`src/rtl/ndf_pkg.sv`:
```
// Shared types, sizes and helper functions for the four-neighbour despeckle filter.
// No dependencies; every other rtl file imports this package.
`timescale 1ns / 1ps
`default_nettype none

package ndf_pkg;

    localparam int MAX_ROWS   = 32;
    localparam int MAX_COLS   = 32;
    localparam int PIXEL_BITS = 4;

    localparam int ROW_W  = $clog2(MAX_ROWS);
    localparam int COL_W  = $clog2(MAX_COLS);
    localparam int SIZE_W = 6;
    localparam int SUM_W  = PIXEL_BITS + 2;

    localparam logic [1:0] REG_ROWS = 2'd0;
    localparam logic [1:0] REG_COLS = 2'd1;

    localparam logic [SIZE_W-1:0] ROWS_RESET = SIZE_W'(20);
    localparam logic [SIZE_W-1:0] COLS_RESET = SIZE_W'(30);

    typedef logic [PIXEL_BITS-1:0] level_t;
    typedef logic [SIZE_W-1:0]     size_t;

    // Which in-image neighbours the pixel under correction has
    typedef struct packed {
        logic has_left;
        logic has_up;
        logic has_right;
        logic has_below;
    } ndf_edges_t;

    // Saturate a size register to 2..hi
    function automatic size_t clamp_size(input size_t v, input size_t hi);
        size_t r;
        if (v < SIZE_W'(2))
            r = SIZE_W'(2);
        else if (v > hi)
            r = hi;
        else
            r = v;
        return r;
    endfunction

    // Floor of a sum of three levels over three: reciprocal multiply, exact below 64
    function automatic level_t div_by_3(input logic [SUM_W-1:0] s);
        logic [SUM_W+6:0] prod;
        prod = (SUM_W+7)'(s) * (SUM_W+7)'(43);
        return PIXEL_BITS'(prod >> 7);
    endfunction

endpackage

`default_nettype wire

```
`src/rtl/ndf_cell.sv`:
```
// One storage cell of a pixel delay chain: loads the inserted level or its neighbour's.
// Depends on ndf_pkg.
`timescale 1ns / 1ps
`default_nettype none

module ndf_cell (
    input  wire              clk,
    input  wire              shift_en,
    input  wire              load_sel,
    input  ndf_pkg::level_t  ins_level,
    input  ndf_pkg::level_t  nbr_level,
    output ndf_pkg::level_t  level
);
    import ndf_pkg::*;

    level_t level_reg;
    level_t level_next;

    always_comb
    begin
        level_next = load_sel ? ins_level : nbr_level;
    end

    // Payload only: no reset
    always_ff @(posedge clk)
    begin
        if (shift_en)
        begin
            level_reg <= level_next;
        end
    end

    assign level = level_reg;

endmodule

`default_nettype wire

```
`src/rtl/ndf_decide.sv`:
```
// Correction unit: replaces a pixel by the floor mean of its neighbours when all exceed it by at least two.
// Depends on ndf_pkg.
`timescale 1ns / 1ps
`default_nettype none

module ndf_decide (
    input  ndf_pkg::level_t     center,
    input  ndf_pkg::level_t     left,
    input  ndf_pkg::level_t     up,
    input  ndf_pkg::level_t     right,
    input  ndf_pkg::level_t     below,
    input  ndf_pkg::ndf_edges_t edges,
    output ndf_pkg::level_t     result
);
    import ndf_pkg::*;

    logic [PIXEL_BITS:0] thresh;
    logic                all_above;
    logic [SUM_W-1:0]    sum;
    logic [2:0]          count;
    level_t              mean;

    always_comb
    begin
        thresh    = {1'b0, center} + (PIXEL_BITS+1)'(1);
        all_above = 1'b1;
        sum       = '0;
        count     = '0;
        if (edges.has_left)
        begin
            if (!({1'b0, left} > thresh)) all_above = 1'b0;
            sum   = sum + SUM_W'(left);
            count = count + 3'd1;
        end
        if (edges.has_up)
        begin
            if (!({1'b0, up} > thresh)) all_above = 1'b0;
            sum   = sum + SUM_W'(up);
            count = count + 3'd1;
        end
        if (edges.has_right)
        begin
            if (!({1'b0, right} > thresh)) all_above = 1'b0;
            sum   = sum + SUM_W'(right);
            count = count + 3'd1;
        end
        if (edges.has_below)
        begin
            if (!({1'b0, below} > thresh)) all_above = 1'b0;
            sum   = sum + SUM_W'(below);
            count = count + 3'd1;
        end

        case (count)
            3'd2:    mean = PIXEL_BITS'(sum >> 1);
            3'd3:    mean = div_by_3(sum);
            3'd4:    mean = PIXEL_BITS'(sum >> 2);
            default: mean = center;
        endcase

        result = all_above ? mean : center;
    end

endmodule

`default_nettype wire

```
`src/rtl/neighbor_despeckle_filter_top.sv`:
```
// Top level of the four-neighbour despeckle filter: position control, two delay chains,
// correction unit and output register. Depends on ndf_pkg, ndf_cell and ndf_decide.
//
//   channel   direction  handshake            payload
//   input     in         in_valid / in_stall  pixel_in
//   result    out        out_valid / out_stall pixel_out, last_pixel
//   config    in         cfg_valid / cfg_ready cfg_index, cfg_data
//
// One input item is taken per cycle while in_stall is low; the item for row r > 0
// yields the corrected pixel one row above it, registered as the item is taken. The final
// item of an image is followed by ncols flush slots, one per last-row result, during which
// in_stall is held high; the flush length is set by the configured column count.
// Reset clears position, flush state and output valid, and sets the size registers to 20 x 30.
// A stalled result holds the output register; in_stall then rises in the same cycle.
`timescale 1ns / 1ps
`default_nettype none

module neighbor_despeckle_filter_top (
    input  wire                          clk,
    input  wire                          rst_n,
    // pixel items in
    input  wire                          in_valid,
    output logic                         in_stall,
    input  ndf_pkg::level_t              pixel_in,
    // corrected items out
    output logic                         out_valid,
    input  wire                          out_stall,
    output ndf_pkg::level_t              pixel_out,
    output logic                         last_pixel,
    // register writes
    input  wire                          cfg_valid,
    output logic                         cfg_ready,
    input  wire  [1:0]                   cfg_index,
    input  ndf_pkg::size_t               cfg_data
);
    import ndf_pkg::*;

    // ---------------------------------------------------------------
    // Size registers and saturated sizes
    // ---------------------------------------------------------------
    size_t rows_reg;
    size_t cols_reg;
    size_t nrows;
    size_t ncols;
    logic [ROW_W-1:0] nrows_m1;
    logic [COL_W-1:0] ncols_m1;

    always_comb
    begin
        nrows    = clamp_size(rows_reg, SIZE_W'(MAX_ROWS));
        ncols    = clamp_size(cols_reg, SIZE_W'(MAX_COLS));
        nrows_m1 = ROW_W'(nrows - SIZE_W'(1));
        ncols_m1 = COL_W'(ncols - SIZE_W'(1));
    end

    // ---------------------------------------------------------------
    // Position and flush control
    // ---------------------------------------------------------------
    logic [ROW_W-1:0] row_reg;
    logic [ROW_W-1:0] row_next;
    logic [COL_W-1:0] col_reg;
    logic [COL_W-1:0] col_next;
    logic             flush_reg;
    logic             flush_next;

    logic out_valid_reg;
    logic out_valid_next;
    level_t pixel_out_reg;
    logic   last_reg;

    logic out_free;
    logic in_take;
    logic step_en;
    logic emit;
    logic col_last;
    logic row_last;
    logic cfg_take;
    logic cfg_known;

    // The output register is free when empty or being taken this cycle
    assign out_free  = !out_valid_reg || !out_stall;
    assign in_stall  = flush_reg || !out_free;
    assign in_take   = in_valid && !in_stall;
    // A step is one slot of the chains: a real input or a flush slot
    assign step_en   = in_take || (flush_reg && out_free);
    assign emit      = flush_reg || (row_reg != '0);
    assign col_last  = (col_reg == ncols_m1);
    assign row_last  = (row_reg == nrows_m1);

    assign cfg_ready = !flush_reg && !out_valid_reg;
    assign cfg_take  = cfg_valid && cfg_ready;
    assign cfg_known = (cfg_index == REG_ROWS) || (cfg_index == REG_COLS);

    always_comb
    begin
        row_next   = row_reg;
        col_next   = col_reg;
        flush_next = flush_reg;
        if (cfg_take && cfg_known)
        begin
            // restart the image, drop pixels already taken
            row_next   = '0;
            col_next   = '0;
            flush_next = 1'b0;
        end
        else if (step_en)
        begin
            if (flush_reg)
            begin
                if (col_last)
                begin
                    row_next   = '0;
                    col_next   = '0;
                    flush_next = 1'b0;
                end
                else
                begin
                    col_next = col_reg + COL_W'(1);
                end
            end
            else if (col_last && row_last)
            begin
                // final pixel: hold the row, sweep it out in flush slots
                col_next   = '0;
                flush_next = 1'b1;
            end
            else if (col_last)
            begin
                row_next = row_reg + ROW_W'(1);
                col_next = '0;
            end
            else
            begin
                col_next = col_reg + COL_W'(1);
            end
        end
    end

    always_ff @(posedge clk or negedge rst_n)
    begin
        if (!rst_n)
        begin
            rows_reg  <= ROWS_RESET;
            cols_reg  <= COLS_RESET;
            row_reg   <= '0;
            col_reg   <= '0;
            flush_reg <= 1'b0;
        end
        else
        begin
            if (cfg_take && (cfg_index == REG_ROWS)) rows_reg <= cfg_data;
            if (cfg_take && (cfg_index == REG_COLS)) cols_reg <= cfg_data;
            row_reg   <= row_next;
            col_reg   <= col_next;
            flush_reg <= flush_next;
        end
    end

    // ---------------------------------------------------------------
    // Delay chains. Each chain inserts at cell ncols-1 and advances
    // toward cell 0, so cell 0 shows the item ncols slots old.
    //   orig chain: original levels (cell 0 = centre, cell 1 = right)
    //   corr chain: corrected levels (cell 0 = upper neighbour)
    // ---------------------------------------------------------------
    level_t orig_lvl [MAX_COLS];
    level_t corr_lvl [MAX_COLS];
    level_t orig_ins;
    level_t corr_ins;
    level_t left_reg;

    assign orig_ins = flush_reg ? '0 : pixel_in;

    for (genvar i = 0; i < MAX_COLS; i++)
    begin : g_cell
        localparam logic [COL_W-1:0] IDX = COL_W'(i);
        level_t orig_nbr;
        level_t corr_nbr;
        logic   sel;

        assign sel = (IDX == ncols_m1);

        if (i == MAX_COLS - 1)
        begin : g_top
            assign orig_nbr = '0;
            assign corr_nbr = '0;
        end
        else
        begin : g_mid
            assign orig_nbr = orig_lvl[i+1];
            assign corr_nbr = corr_lvl[i+1];
        end

        ndf_cell u_orig (
            .clk       (clk),
            .shift_en  (step_en),
            .load_sel  (sel),
            .ins_level (orig_ins),
            .nbr_level (orig_nbr),
            .level     (orig_lvl[i])
        );

        ndf_cell u_corr (
            .clk       (clk),
            .shift_en  (step_en),
            .load_sel  (sel),
            .ins_level (corr_ins),
            .nbr_level (corr_nbr),
            .level     (corr_lvl[i])
        );
    end

    // ---------------------------------------------------------------
    // Correction of the pixel one row above the current slot
    // ---------------------------------------------------------------
    ndf_edges_t edges;

    always_comb
    begin
        edges.has_left  = (col_reg != '0);
        // in flush the row under correction is the last one, never the first
        edges.has_up    = flush_reg || (row_reg > ROW_W'(1));
        edges.has_right = (col_reg < ncols_m1);
        edges.has_below = !flush_reg;
    end

    ndf_decide u_decide (
        .center (orig_lvl[0]),
        .left   (left_reg),
        .up     (corr_lvl[0]),
        .right  (orig_lvl[1]),
        .below  (pixel_in),
        .edges  (edges),
        .result (corr_ins)
    );

    // Left neighbour is the level corrected in the previous slot
    always_ff @(posedge clk)
    begin
        if (step_en)
        begin
            left_reg <= corr_ins;
        end
    end

    // ---------------------------------------------------------------
    // Output register
    // ---------------------------------------------------------------
    always_comb
    begin
        out_valid_next = out_valid_reg;
        if (step_en)
            out_valid_next = emit;
        else if (!out_stall)
            out_valid_next = 1'b0;
    end

    always_ff @(posedge clk or negedge rst_n)
    begin
        if (!rst_n)
        begin
            out_valid_reg <= 1'b0;
        end
        else
        begin
            out_valid_reg <= out_valid_next;
        end
    end

    always_ff @(posedge clk)
    begin
        if (step_en)
        begin
            pixel_out_reg <= corr_ins;
            last_reg      <= flush_reg && col_last;
        end
    end

    assign out_valid  = out_valid_reg;
    assign pixel_out  = pixel_out_reg;
    assign last_pixel = last_reg;

    // ---------------------------------------------------------------
    // Assertions
    // ---------------------------------------------------------------
    a_pos_in_range: assert property (@(posedge clk) disable iff (!rst_n)
        (row_reg <= nrows_m1) && (col_reg <= ncols_m1))
        else $error("position outside the configured image");

    a_flush_last_row: assert property (@(posedge clk) disable iff (!rst_n)
        flush_reg |-> (row_last && in_stall && !cfg_ready))
        else $error("flush away from the last row or input not held");

    a_last_marks_end: assert property (@(posedge clk) disable iff (!rst_n)
        (step_en && flush_reg && col_last) |=> (out_valid && last_pixel && !flush_reg))
        else $error("end of flush without a marked final item");

    a_cfg_restart: assert property (@(posedge clk) disable iff (!rst_n)
        (cfg_take && cfg_known) |=> ((row_reg == '0) && (col_reg == '0) && !flush_reg))
        else $error("register write did not restart the image");

    a_no_step_blocked: assert property (@(posedge clk) disable iff (!rst_n)
        (out_valid && out_stall) |-> !step_en)
        else $error("step taken while a result is held");

endmodule

`default_nettype wire

```
`config.mk`:
```
export PLATFORM = sky130hd
export DESIGN_NAME = neighbor_despeckle_filter_top
export DESIGN_NICKNAME = d
export VERILOG_FILES = /design/src/rtl/ndf_pkg.sv /design/src/rtl/ndf_cell.sv /design/src/rtl/ndf_decide.sv /design/src/rtl/neighbor_despeckle_filter_top.sv
export SDC_FILE = /design/constraint.sdc
export NUM_CORES = 1
export LEC_CHECK = 0
export BUFFER_PORTS_ARGS = -buffer_cell sky130_fd_sc_hd__buf_2
export CAP_MARGIN = 20
export CELL_PAD_IN_SITES_DETAIL_PLACEMENT = 1
export CELL_PAD_IN_SITES_GLOBAL_PLACEMENT = 2
export CORE_ASPECT_RATIO = 0.6
export CORE_UTILIZATION = 47
export CTS_BUF_LIST = sky130_fd_sc_hd__clkbuf_16
export DETAILED_ROUTE_END_ITERATION = 8
export HOLD_SLACK_MARGIN = 0.15
export PLACE_DENSITY_LB_ADDON = 0.1
export RECOVER_POWER = 50
export SYNTH_ARGS = -nofsm -noshare
export SYNTH_HDL_FRONTEND = slang
export SYNTH_SLANG_ARGS = --single-unit
```
`constraint.sdc`:
```
create_clock -name clk -period 24.9 [get_ports clk]
set_input_delay 1.245 -clock clk [delete_from_list [all_inputs] [get_ports clk]]
set_output_delay 1.245 -clock clk [all_outputs]
set_load 0.03 [all_outputs]
```
==> results of run 1 <==
## area by class of cell
cell class / count / share of cell area
multi-input combinational: 896 / 0.369
inverter: 43 / 0.00998
tap: 416 / 0.0319
clock buffer: 27 / 0.0415
clock inverter: 23 / 0.0147
timing repair buffer: 42 / 0.0150
sequential: 285 / 0.518
## worst register-to-register path: cells and delay by family (launching register included)
kind / cells / cell delay [ns]
buffers and inverters: 3 / 1.11
adder cells (fa/ha/maj): 7 / 2.25
AO/OA/AOI/OAI: 8 / 1.92
flip-flops: 1 / 0.44
XOR/XNOR: 1 / 0.13
AND/OR/NAND/NOR: 12 / 3.90
## worst paths after layout
check                                                        to  slack, ns                           startpoint
max                        g_cell[25].u_corr.level[3]$_DFFE_PP_      14.87              cols_reg[4]$_DFFE_PN1P_
min reg2reg                 g_cell[7].u_orig.level[0]$_DFFE_PP_       0.52  g_cell[8].u_orig.level[0]$_DFFE_PP_
min                         g_cell[7].u_orig.level[0]$_DFFE_PP_       0.52  g_cell[8].u_orig.level[0]$_DFFE_PP_
max in group asynchronous               rows_reg[1]$_DFFE_PN0P_      23.15                                rst_n
min in group asynchronous                row_reg[4]$_DFFE_PN0P_       0.97                                rst_n
max reg2reg                g_cell[25].u_corr.level[3]$_DFFE_PP_      14.87              cols_reg[4]$_DFFE_PN1P_
## synth_stat cells (7+ instances only)
cell type / count
sky130_fd_sc_hd__edfxtp_1: 261
sky130_fd_sc_hd__nand2_1: 239
sky130_fd_sc_hd__o21ai_0: 142
sky130_fd_sc_hd__mux2_2: 76
sky130_fd_sc_hd__ha_1: 67
sky130_fd_sc_hd__clkbuf_1: 55
sky130_fd_sc_hd__o31ai_1: 55
sky130_fd_sc_hd__nor2_1: 49
sky130_fd_sc_hd__inv_1: 42
sky130_fd_sc_hd__nand3_1: 33
sky130_fd_sc_hd__a21oi_1: 23
sky130_fd_sc_hd__and2_1: 18
sky130_fd_sc_hd__dfrtp_1: 18
sky130_fd_sc_hd__buf_2: 14
sky130_fd_sc_hd__xnor2_1: 13
sky130_fd_sc_hd__nand4_1: 11
sky130_fd_sc_hd__a21o_1: 10
sky130_fd_sc_hd__o31ai_2: 10
sky130_fd_sc_hd__nor2b_1: 9
sky130_fd_sc_hd__nor3_1: 9
sky130_fd_sc_hd__a31oi_1: 7
sky130_fd_sc_hd__fa_1: 7
## cell usage in the layout, fill, tap and decap left out, types with 6 or more instances in the layout
master / instances
sky130_fd_sc_hd__o21ai_0: 142
sky130_fd_sc_hd__nand4_1: 11
sky130_fd_sc_hd__a31oi_1: 7
sky130_fd_sc_hd__a21o_1: 10
sky130_fd_sc_hd__dfrtp_1: 18
sky130_fd_sc_hd__nor2b_1: 9
sky130_fd_sc_hd__fa_1: 7
sky130_fd_sc_hd__clkinv_1: 7
sky130_fd_sc_hd__nor3_1: 9
sky130_fd_sc_hd__nand3b_1: 6
sky130_fd_sc_hd__inv_1: 46
sky130_fd_sc_hd__xnor2_1: 13
sky130_fd_sc_hd__clkbuf_1: 14
sky130_fd_sc_hd__clkbuf_16: 27
sky130_fd_sc_hd__o31ai_1: 55
sky130_fd_sc_hd__mux2_2: 76
sky130_fd_sc_hd__o31ai_2: 10
sky130_fd_sc_hd__nor2_1: 47
sky130_fd_sc_hd__a21oi_1: 23
sky130_fd_sc_hd__nand2_1: 239
sky130_fd_sc_hd__nand3_1: 33
sky130_fd_sc_hd__edfxtp_1: 261
sky130_fd_sc_hd__xor2_1: 6
sky130_fd_sc_hd__ha_1: 67
sky130_fd_sc_hd__buf_4: 12
sky130_fd_sc_hd__buf_2: 15
sky130_fd_sc_hd__and2_1: 18
sky130_fd_sc_hd__or3_1: 6
## stage by stage
stage	util	hold WS, ns	cell area (um^2)	std cells	worst slack, ns
2_1_floorplan	-	0.472	14900	1299	16.83
3_3_place_gp	0.493	0.494	15400	1681	15.71
3_5_place_dp	0.494	0.499	15400	1682	15.71
4_1_cts	0.523	0.524	16300	1732	15.63
5_1_grt	0.522	0.547	16300	1732	14.36
6_report	0.522	0.523	16300	1732	14.87
## layer usage
metal,up-vias,GRT usage
met5,-,0
met4,0,0.0322
met3,33,0.0309
met2,115,0.318
met1,5068,0.342
li1,4818,-
## kinds of logic after synthesis
logic type	after synthesis	share of synthesized area
simple gates	413	0.126
compound gates	309	0.138
flops	285	0.566
buf+inv	118	0.0331
mux	81	0.0607
fa+ha+maj	74	0.0655
xor+xnor	19	0.0111
==> impl_metrics.ini, run 1 <==
[place]
hpwlAfterDp_mm = 22.7
place_congestion = 0.810
placement.io_buffers = 24

[floorplanning]
core-area_um2 = 31200
fp.dieH_um = 140
design.portCount = 25
start_util = 0.478
die_w_um = 232
rows = 50
die_area_um2 = 32500

[critical_path]
path_buf_inv = 3
critical-path-top-cell-by-count = sky130_fd_sc_hd__ha_1
crit_path_end_kind = flop
crit_required_ns = 25.16
cp.arrival_ns = 10.29
cp.depth = 31
worst_path_dominant_cell_family = simple AND/OR/NAND/NOR gates
slowest_stage = sky130_fd_sc_hd__clkbuf_1
timing.critical_path.slowest_cell_delay_ns = 0.81
criticalPathCategory = reg2reg
start_kind = flop
timing.reg2reg.worst_path_depth = 31
worstPathMaxFanout = 23

[routing]
route.final.wire_length_mm = 34.1
drtIter0Drc = 711
met2WireLength_mm = 14.4
top_layer = met4
final_antenna_net_count = 0
per_cell_via_count_in_the_routed_design = 5.79
post-route-drc-count = 0
wl_met3_mm = 1.09
detailed_routing_iteration_count_for_the_pre_antenna_repair_pass = 5
post_drt_wl_per_cell_um = 19.7
route.layer.met1.wl_mm = 18.2
via_count = 10034

[synth]
netlist_cell_types = 79
synthFlopType = sky130_fd_sc_hd__edfxtp_1
ys_top_cells_by_area = sky130_fd_sc_hd__edfxtp_1, sky130_fd_sc_hd__nand2_1, sky130_fd_sc_hd__mux2_2, sky130_fd_sc_hd__ha_1, sky130_fd_sc_hd__o21ai_0
synthesis.instances = 1299
ys_seq_area_frac = 0.566
synth.net_count = 1390
synth-edff-count = 261
synth_area_um2 = 14900
synth_warnings = 0
synth_seq_cells = 285
ys_async_sr_fraction = 0.0842
synthDominantCellAreaShare = 0.525
synthDominantAreaCellType = sky130_fd_sc_hd__edfxtp_1
avgSynthCellArea_um2 = 11.5

[global_route]
grt_use_total = 0.216
number_of_global_route_vias_before_repair = 10107
antenna_found_initial = 0
grt_pass1_wl_mm = 56.0
maximum_number_of_pins_on_one_net_before_global_route_repair = 135
globalRouteOverflowTotal = 0

[clock_tree]
cts_root_buffer = sky130_fd_sc_hd__clkbuf_16
ctsResizeCount = 0
clock_sinks = 285
clk_latency_ns = 0.56
clk_transition_reported_paths_ns = 0.07
cts_tree = done
cts_buffer_depth = 3
cts_made_buffers = 27
cts_htree_levels = 1
hold_buffers = 0
setup_fix_buffers_added_after_clock_tree_synthesis = 0

[sta]
fin_skew_ns = 0.0235
final-setup-viol-count = 0
rsz0062_at_grt = false
hold_viol = 0
report.final.slew_viol_count = 271
sum_of_negative_setup_slack_ns = 0
timing.fmax_mhz = 99.7
slew_headroom = -2.96
max_slew.worst_pin.slew_ns = 5.94
final_critical_path_required_period_ns = 10.03
fin_crit_sh = 0.403

[final_layout]
n_antenna_cell = 0
nNetsFinal = 1386
regArea_um2 = 8450
multiInputGateArea_um2 = 6010
drive_gt1_frac = 0.137
layout.filler_cells = 3296
synthToLayoutAreaGrowth_pct = 9.16

[worst_hold_path]
min_delay_path_depth = 2
hold_path_class = reg2reg

[run_status]
violations = capacitance limit, slew limit
status = complete, but fails checks

[run]
cap_violations = 3
Power of run 1 is left out: the tool's default activity adds up to more than one toggle a clock period on the data nets, which glitch-free logic cannot reach.
==> run 2, diff against run 1 <==
--- a/config.mk
+++ b/config.mk
@@ -10,7 +10,7 @@
 export CELL_PAD_IN_SITES_DETAIL_PLACEMENT = 1
 export CELL_PAD_IN_SITES_GLOBAL_PLACEMENT = 2
 export CORE_ASPECT_RATIO = 0.6
-export CORE_UTILIZATION = 47
+export CORE_UTILIZATION = 40
 export CTS_BUF_LIST = sky130_fd_sc_hd__clkbuf_16
 export DETAILED_ROUTE_END_ITERATION = 8
 export HOLD_SLACK_MARGIN = 0.15
==> constraint.sdc (replaced) <==
create_clock -name clk -period 8.6 [get_ports clk]
set_input_delay 0.43 -clock clk [delete_from_list [all_inputs] [get_ports clk]]
set_output_delay 0.43 -clock clk [all_outputs]
set_load 0.03 [all_outputs]
==> run 2 against run 1 <==
Net effect: the run still ends with capacitance limit, slew limit left; sequential share of layout area decreased by 2.2 points; core utilization fell by 5.7 points; routed wire length increased by 6.7%; critical endpoint is now g_cell[1].u_corr.level[3]$_DFFE_PP_; hold slack got worse by 0.31 ns; maximum frequency rose by 21%; cell count up 7.4%; critical path depth increased by 5; via count grew 1.7%; setup slack got worse by 15 ns; clock-buffer cell count is 2 higher.
==> impl_metrics.ini, run 2 (synthesis results as in run 1) <==
[critical_path]
crit_required_ns = 8.94
timing.critical_path.slowest_cell_delay_ns = 0.53
worst_path_dominant_cell_family = simple AND/OR/NAND/NOR gates
r2r_slack_ns = 0.28
criticalPathCategory = reg2reg
crit_path_end_kind = flop
start_kind = flop
critical_path.reg2reg.endpoint = g_cell[1].u_corr.level[3]$_DFFE_PP_
slowest_stage = sky130_fd_sc_hd__or4_4
timing.reg2reg.worst_path_depth = 36
worstPathMaxFanout = 9
critical-path-top-cell-by-count = sky130_fd_sc_hd__ha_1
cp.arrival_ns = 8.65
path_buf_inv = 6
rr_startpoint = col_reg[0]$_DFFE_PN0P_

[floorplanning]
rows = 54
fp.dieH_um = 152
core-area_um2 = 36600
design.portCount = 25
die_area_um2 = 38100
start_util = 0.408
die_w_um = 251

[worst_hold_path]
timing.hold.worst_endpoint = out_valid$_DFFE_PN0P_
min-delay-start = in_valid
hold_path_class = in2reg
min_delay_path_depth = 4

[sta]
fin_crit_sh = 0.967
report.final.slew_viol_count = 110
final_critical_path_required_period_ns = 8.32
final-setup-viol-count = 0
slew_headroom = -2.23
timing.fmax_mhz = 120
fin_skew_ns = 0.0222
hold_viol = 0
max_slew.worst_pin.slew_ns = 4.84

[run_status]
status = complete, but fails checks
violations = capacitance limit, slew limit

[place]
hpwlAfterDp_mm = 23.4
place_congestion = 0.831
cell_count_after_placement = 1784
placement.io_buffers = 24

[clock_tree]
cts_buffer_depth = 3
cts_made_buffers = 29
clk_transition_reported_paths_ns = 0.06
cts_root_buffer = sky130_fd_sc_hd__clkbuf_16
clk_latency_ns = 0.56
cts_htree_levels = 1
cts_tree = done
clock_sinks = 285

[routing]
via_count = 10205
final_antenna_net_count = 0
post_drt_wl_per_cell_um = 19.5
route.final.wire_length_mm = 36.3
drtIter0Drc = 515
detailed_routing_iteration_count_for_the_pre_antenna_repair_pass = 5
per_cell_via_count_in_the_routed_design = 5.48
post-route-drc-count = 0

[final_layout]
finalCoreUtilization = 0.465
nNetsFinal = 1427
layout.filler_cells = 3872
multiInputGateArea_um2 = 6250
n_antenna_cell = 0
layout_common_cells = sky130_fd_sc_hd__edfxtp_1, sky130_fd_sc_hd__nand2_1, sky130_fd_sc_hd__o21ai_0, sky130_fd_sc_hd__mux2_2, sky130_fd_sc_hd__ha_1
synthToLayoutAreaGrowth_pct = 14.0
drive_gt1_frac = 0.183
layout.cells.most_common = sky130_fd_sc_hd__edfxtp_1
regArea_um2 = 8450
stdcell_count = 1861

[global_route]
grt_pass1_wl_mm = 57.0
antenna_found_initial = 2
grt_use_total = 0.191
maximum_number_of_pins_on_one_net_before_global_route_repair = 110
number_of_global_route_vias_before_repair = 9868
globalRouteOverflowTotal = 0

[run]
cap_violations = 1
[run 2: cell types whose count changed in the layout (fill, tap and decap cells not counted), moves of 3 or more]
cell / change
sky130_fd_sc_hd__buf_4: +22
sky130_fd_sc_hd__clkbuf_16: +4
sky130_fd_sc_hd__a31oi_4: +3
sky130_fd_sc_hd__buf_12: +4
sky130_fd_sc_hd__ha_1: -5
sky130_fd_sc_hd__dlygate4sd3_1: +8
sky130_fd_sc_hd__clkinv_2: +3
sky130_fd_sc_hd__and2_1: -5
sky130_fd_sc_hd__a211oi_1: -3
sky130_fd_sc_hd__clkinv_1: -4
sky130_fd_sc_hd__and2_0: +3
sky130_fd_sc_hd__bufinv_16: -3
sky130_fd_sc_hd__a21oi_1: -3
sky130_fd_sc_hd__ha_2: +3
[run 2: metrics by stage]
step | setup slack (ns) | hold WS [ns] | cell area [um^2] | TNS [ns]
after global routing | -0.0399 | 0.214 | 17000 | -0.719
after global placement | -0.0242 | 0.455 | 15600 | -0.665
after detailed placement | -0.151 | 0.457 | 15600 | -4.94
final | 0.283 | 0.214 | 17000 | 0
after floorplan | 0.526 | 0.134 | 14900 | 0
after CTS | 0.106 | 0.186 | 16700 | 0
[run 2: final cells by class]
class,instances,share of cell area
tap,504,0.0371
sequential,285,0.496
clock buffer,29,0.0427
inverter,43,0.00971
multi-input combinational,898,0.368
timing repair buffer,79,0.0371
clock inverter,23,0.00949
[run 2: per-layer routing]
| metal | vias to the layer above | wire, um | GRT usage |
|---|---|---|---|
| li1 | 4888 | - | - |
| met3 | 31 | 1640 | 0.0355 |
| met5 | - | 0 | 0 |
| met4 | 0 | 397 | 0.0296 |
| met1 | 5141 | 19800 | 0.303 |
| met2 | 145 | 14600 | 0.270 |
[run 2: worst min-delay path: stages]
cell	delay [ns]
sky130_fd_sc_hd__buf_2	0.09
sky130_fd_sc_hd__nor2_1	0.03
sky130_fd_sc_hd__a21o_1	0.14
sky130_fd_sc_hd__nand2_1	0.05
[run 2: how the worst max path moves through the flow]
stage,from,to,depth (start not counted)
after global placement,col_reg[0]$_DFFE_PN0P_,g_cell[26].u_corr.level[2]$_DFFE_PP_,34
final,col_reg[0]$_DFFE_PN0P_,g_cell[1].u_corr.level[3]$_DFFE_PP_,36
after global routing,cols_reg[4]$_DFFE_PN1P_,g_cell[1].u_corr.level[3]$_DFFE_PP_,36
after CTS,col_reg[0]$_DFFE_PN0P_,g_cell[1].u_corr.level[3]$_DFFE_PP_,36
after detailed placement,col_reg[0]$_DFFE_PN0P_,g_cell[1].u_corr.level[2]$_DFFE_PP_,34
after floorplan,col_reg[4]$_DFFE_PN0P_,g_cell[2].u_corr.level[3]$_DFFE_PP_,33
[run 2: what timing repair did]
action	4_1_cts	5_1_grt
pin swaps	2	13
cloned	2	3
gates resized for setup	9	37
hold buffers	8	0
hold endpoints to repair	31	0
buffers inserted	2	9
setup endpoints to repair	65	98
Power of run 2 is left out for the same reason.
==> run 3, diff against run 2 <==
--- a/config.mk
+++ b/config.mk
@@ -14,6 +14,7 @@
 export CTS_BUF_LIST = sky130_fd_sc_hd__clkbuf_16
 export DETAILED_ROUTE_END_ITERATION = 8
 export HOLD_SLACK_MARGIN = 0.15
+export MAX_ROUTING_LAYER = met4
 export PLACE_DENSITY_LB_ADDON = 0.1
 export RECOVER_POWER = 50
 export SYNTH_ARGS = -nofsm -noshare
==> run 3 against run 2 <==
Net effect: the flow still finishes with violations (capacitance limit, slew limit); maximum frequency fell by 0.23%; die area did not move; clock skew fell by 0.0043 ns; cell count did not move.
==> impl_metrics.ini, run 3 (synthesis results as in run 1) <==
[routing]
post_drt_wl_per_cell_um = 19.6
via_count = 10186
post-route-drc-count = 0
final_antenna_net_count = 0
drtIter0Drc = 562
route.final.wire_length_mm = 36.4
per_cell_via_count_in_the_routed_design = 5.47
detailed_routing_iteration_count_for_the_pre_antenna_repair_pass = 4

[critical_path]
start_kind = flop
timing.reg2reg.worst_path_depth = 36
slowest_stage = sky130_fd_sc_hd__or4_4
timing.critical_path.slowest_cell_delay_ns = 0.53
cp.arrival_ns = 8.67
crit_path_end_kind = flop
critical-path-top-cell-by-count = sky130_fd_sc_hd__ha_1
crit_required_ns = 8.93
criticalPathCategory = reg2reg
worstPathMaxFanout = 9

[global_route]
grt_use_total = 0.197
antenna_found_initial = 2
number_of_global_route_vias_before_repair = 9856
grt_pass1_wl_mm = 57.0
maximum_number_of_pins_on_one_net_before_global_route_repair = 110
globalRouteOverflowTotal = 0

[worst_hold_path]
hold_path_class = in2reg
min_delay_path_depth = 4

[floorplanning]
die_area_um2 = 38100
fp.dieH_um = 152
die_w_um = 251
start_util = 0.408
rows = 54
design.portCount = 25
core-area_um2 = 36600

[final_layout]
layout.cells.most_common = sky130_fd_sc_hd__edfxtp_1
layout.filler_cells = 3871
regArea_um2 = 8450
finalCoreUtilization = 0.466
layout.cell_area.non_filler_um2 = 17000
nNetsFinal = 1427
synthToLayoutAreaGrowth_pct = 14.0
drive_gt1_frac = 0.183
layout_common_cells = sky130_fd_sc_hd__edfxtp_1, sky130_fd_sc_hd__nand2_1, sky130_fd_sc_hd__o21ai_0, sky130_fd_sc_hd__mux2_2, sky130_fd_sc_hd__ha_1
n_antenna_cell = 0
multiInputGateArea_um2 = 6250

[clock_tree]
cts_made_buffers = 29
clk_transition_reported_paths_ns = 0.06
clk_latency_ns = 0.56
cts_htree_levels = 1
cts_buffer_depth = 3
cts_root_buffer = sky130_fd_sc_hd__clkbuf_16
clock_sinks = 285
cts_tree = done

[sta]
final-setup-viol-count = 0
slew_headroom = -2.29
max_slew.worst_pin.slew_ns = 4.93
fin_crit_sh = 0.969
fin_skew_ns = 0.0178
hold_viol = 0
final_critical_path_required_period_ns = 8.34
timing.fmax_mhz = 120
report.final.slew_viol_count = 110

[run_status]
status = complete, but fails checks
violations = capacitance limit, slew limit

[place]
place_congestion = 0.844
placed_cell_area_um2 = 15600
placement.io_buffers = 24
hpwlAfterDp_mm = 23.4

[run]
cap_violations = 1
[run 3: worst max-delay path: cells and delay by family (launching register included)]
family,cells,cell delay (ns)
buffers and inverters,6,0.57
and+or+nand+nor,9,2.64
muxes,1,0.29
DFF,1,0.38
adders and majority gates,8,2.33
xor gates and xnor gates,3,0.45
AOI/OAI and AO/OA,9,1.41
[run 3: metrics by stage]
| stage | setup WS (ns) | hold WS [ns] | setup TNS [ns] | std cells |
|---|---|---|---|---|
| floorplan | 0.526 | 0.134 | 0 | 1299 |
| global placement | -0.0242 | 0.455 | -0.665 | 1784 |
| detailed placement | -0.151 | 0.457 | -4.94 | 1784 |
| CTS | 0.106 | 0.186 | 0 | 1848 |
| global route | -0.0337 | 0.220 | -0.583 | 1861 |
| finish | 0.264 | 0.220 | 0 | 1861 |
[run 3: cell type report]
class,instances,share of cell area
Clock buffer,29,0.0426
Clock inverter,23,0.00948
Inverter,43,0.00970
Multi-Input combinational cell,898,0.368
Sequential cell,285,0.496
Tap cell,504,0.0371
Timing Repair Buffer,79,0.0373
[run 3: worst paths after layout]
check                                                startpoint                              endpoint  slack, ns
hold reg to reg            g_cell[22].u_corr.level[0]$_DFFE_PP_  g_cell[21].u_corr.level[0]$_DFFE_PP_       0.52
setup / recovery                         col_reg[0]$_DFFE_PN0P_   g_cell[1].u_corr.level[3]$_DFFE_PP_       0.26
max in group asynchronous                                 rst_n                row_reg[3]$_DFFE_PN0P_       7.09
setup reg to reg                         col_reg[0]$_DFFE_PN0P_   g_cell[1].u_corr.level[3]$_DFFE_PP_       0.26
min in group asynchronous                                 rst_n                 out_valid$_DFFE_PN0P_       0.70
hold / removal                                         in_valid                 out_valid$_DFFE_PN0P_       0.22
[run 3: timing repair]
action,CTS,global route
gates cloned,2,3
hold buffers,8,0
buffers inserted,2,9
pin swaps,2,13
endpoints found under the setup margin,65,98
resized for setup,9,37
endpoints found under the hold margin,31,0
[run 3: metal layers]
layer,vias up,track usage,share of wire
li1,4889,-,-
met5,-,-,0
met4,0,0.0299,0.012
met3,34,0.0355,0.041
met2,128,0.269,0.40
met1,5135,0.304,0.55
Power of run 3 is left out for the same reason.
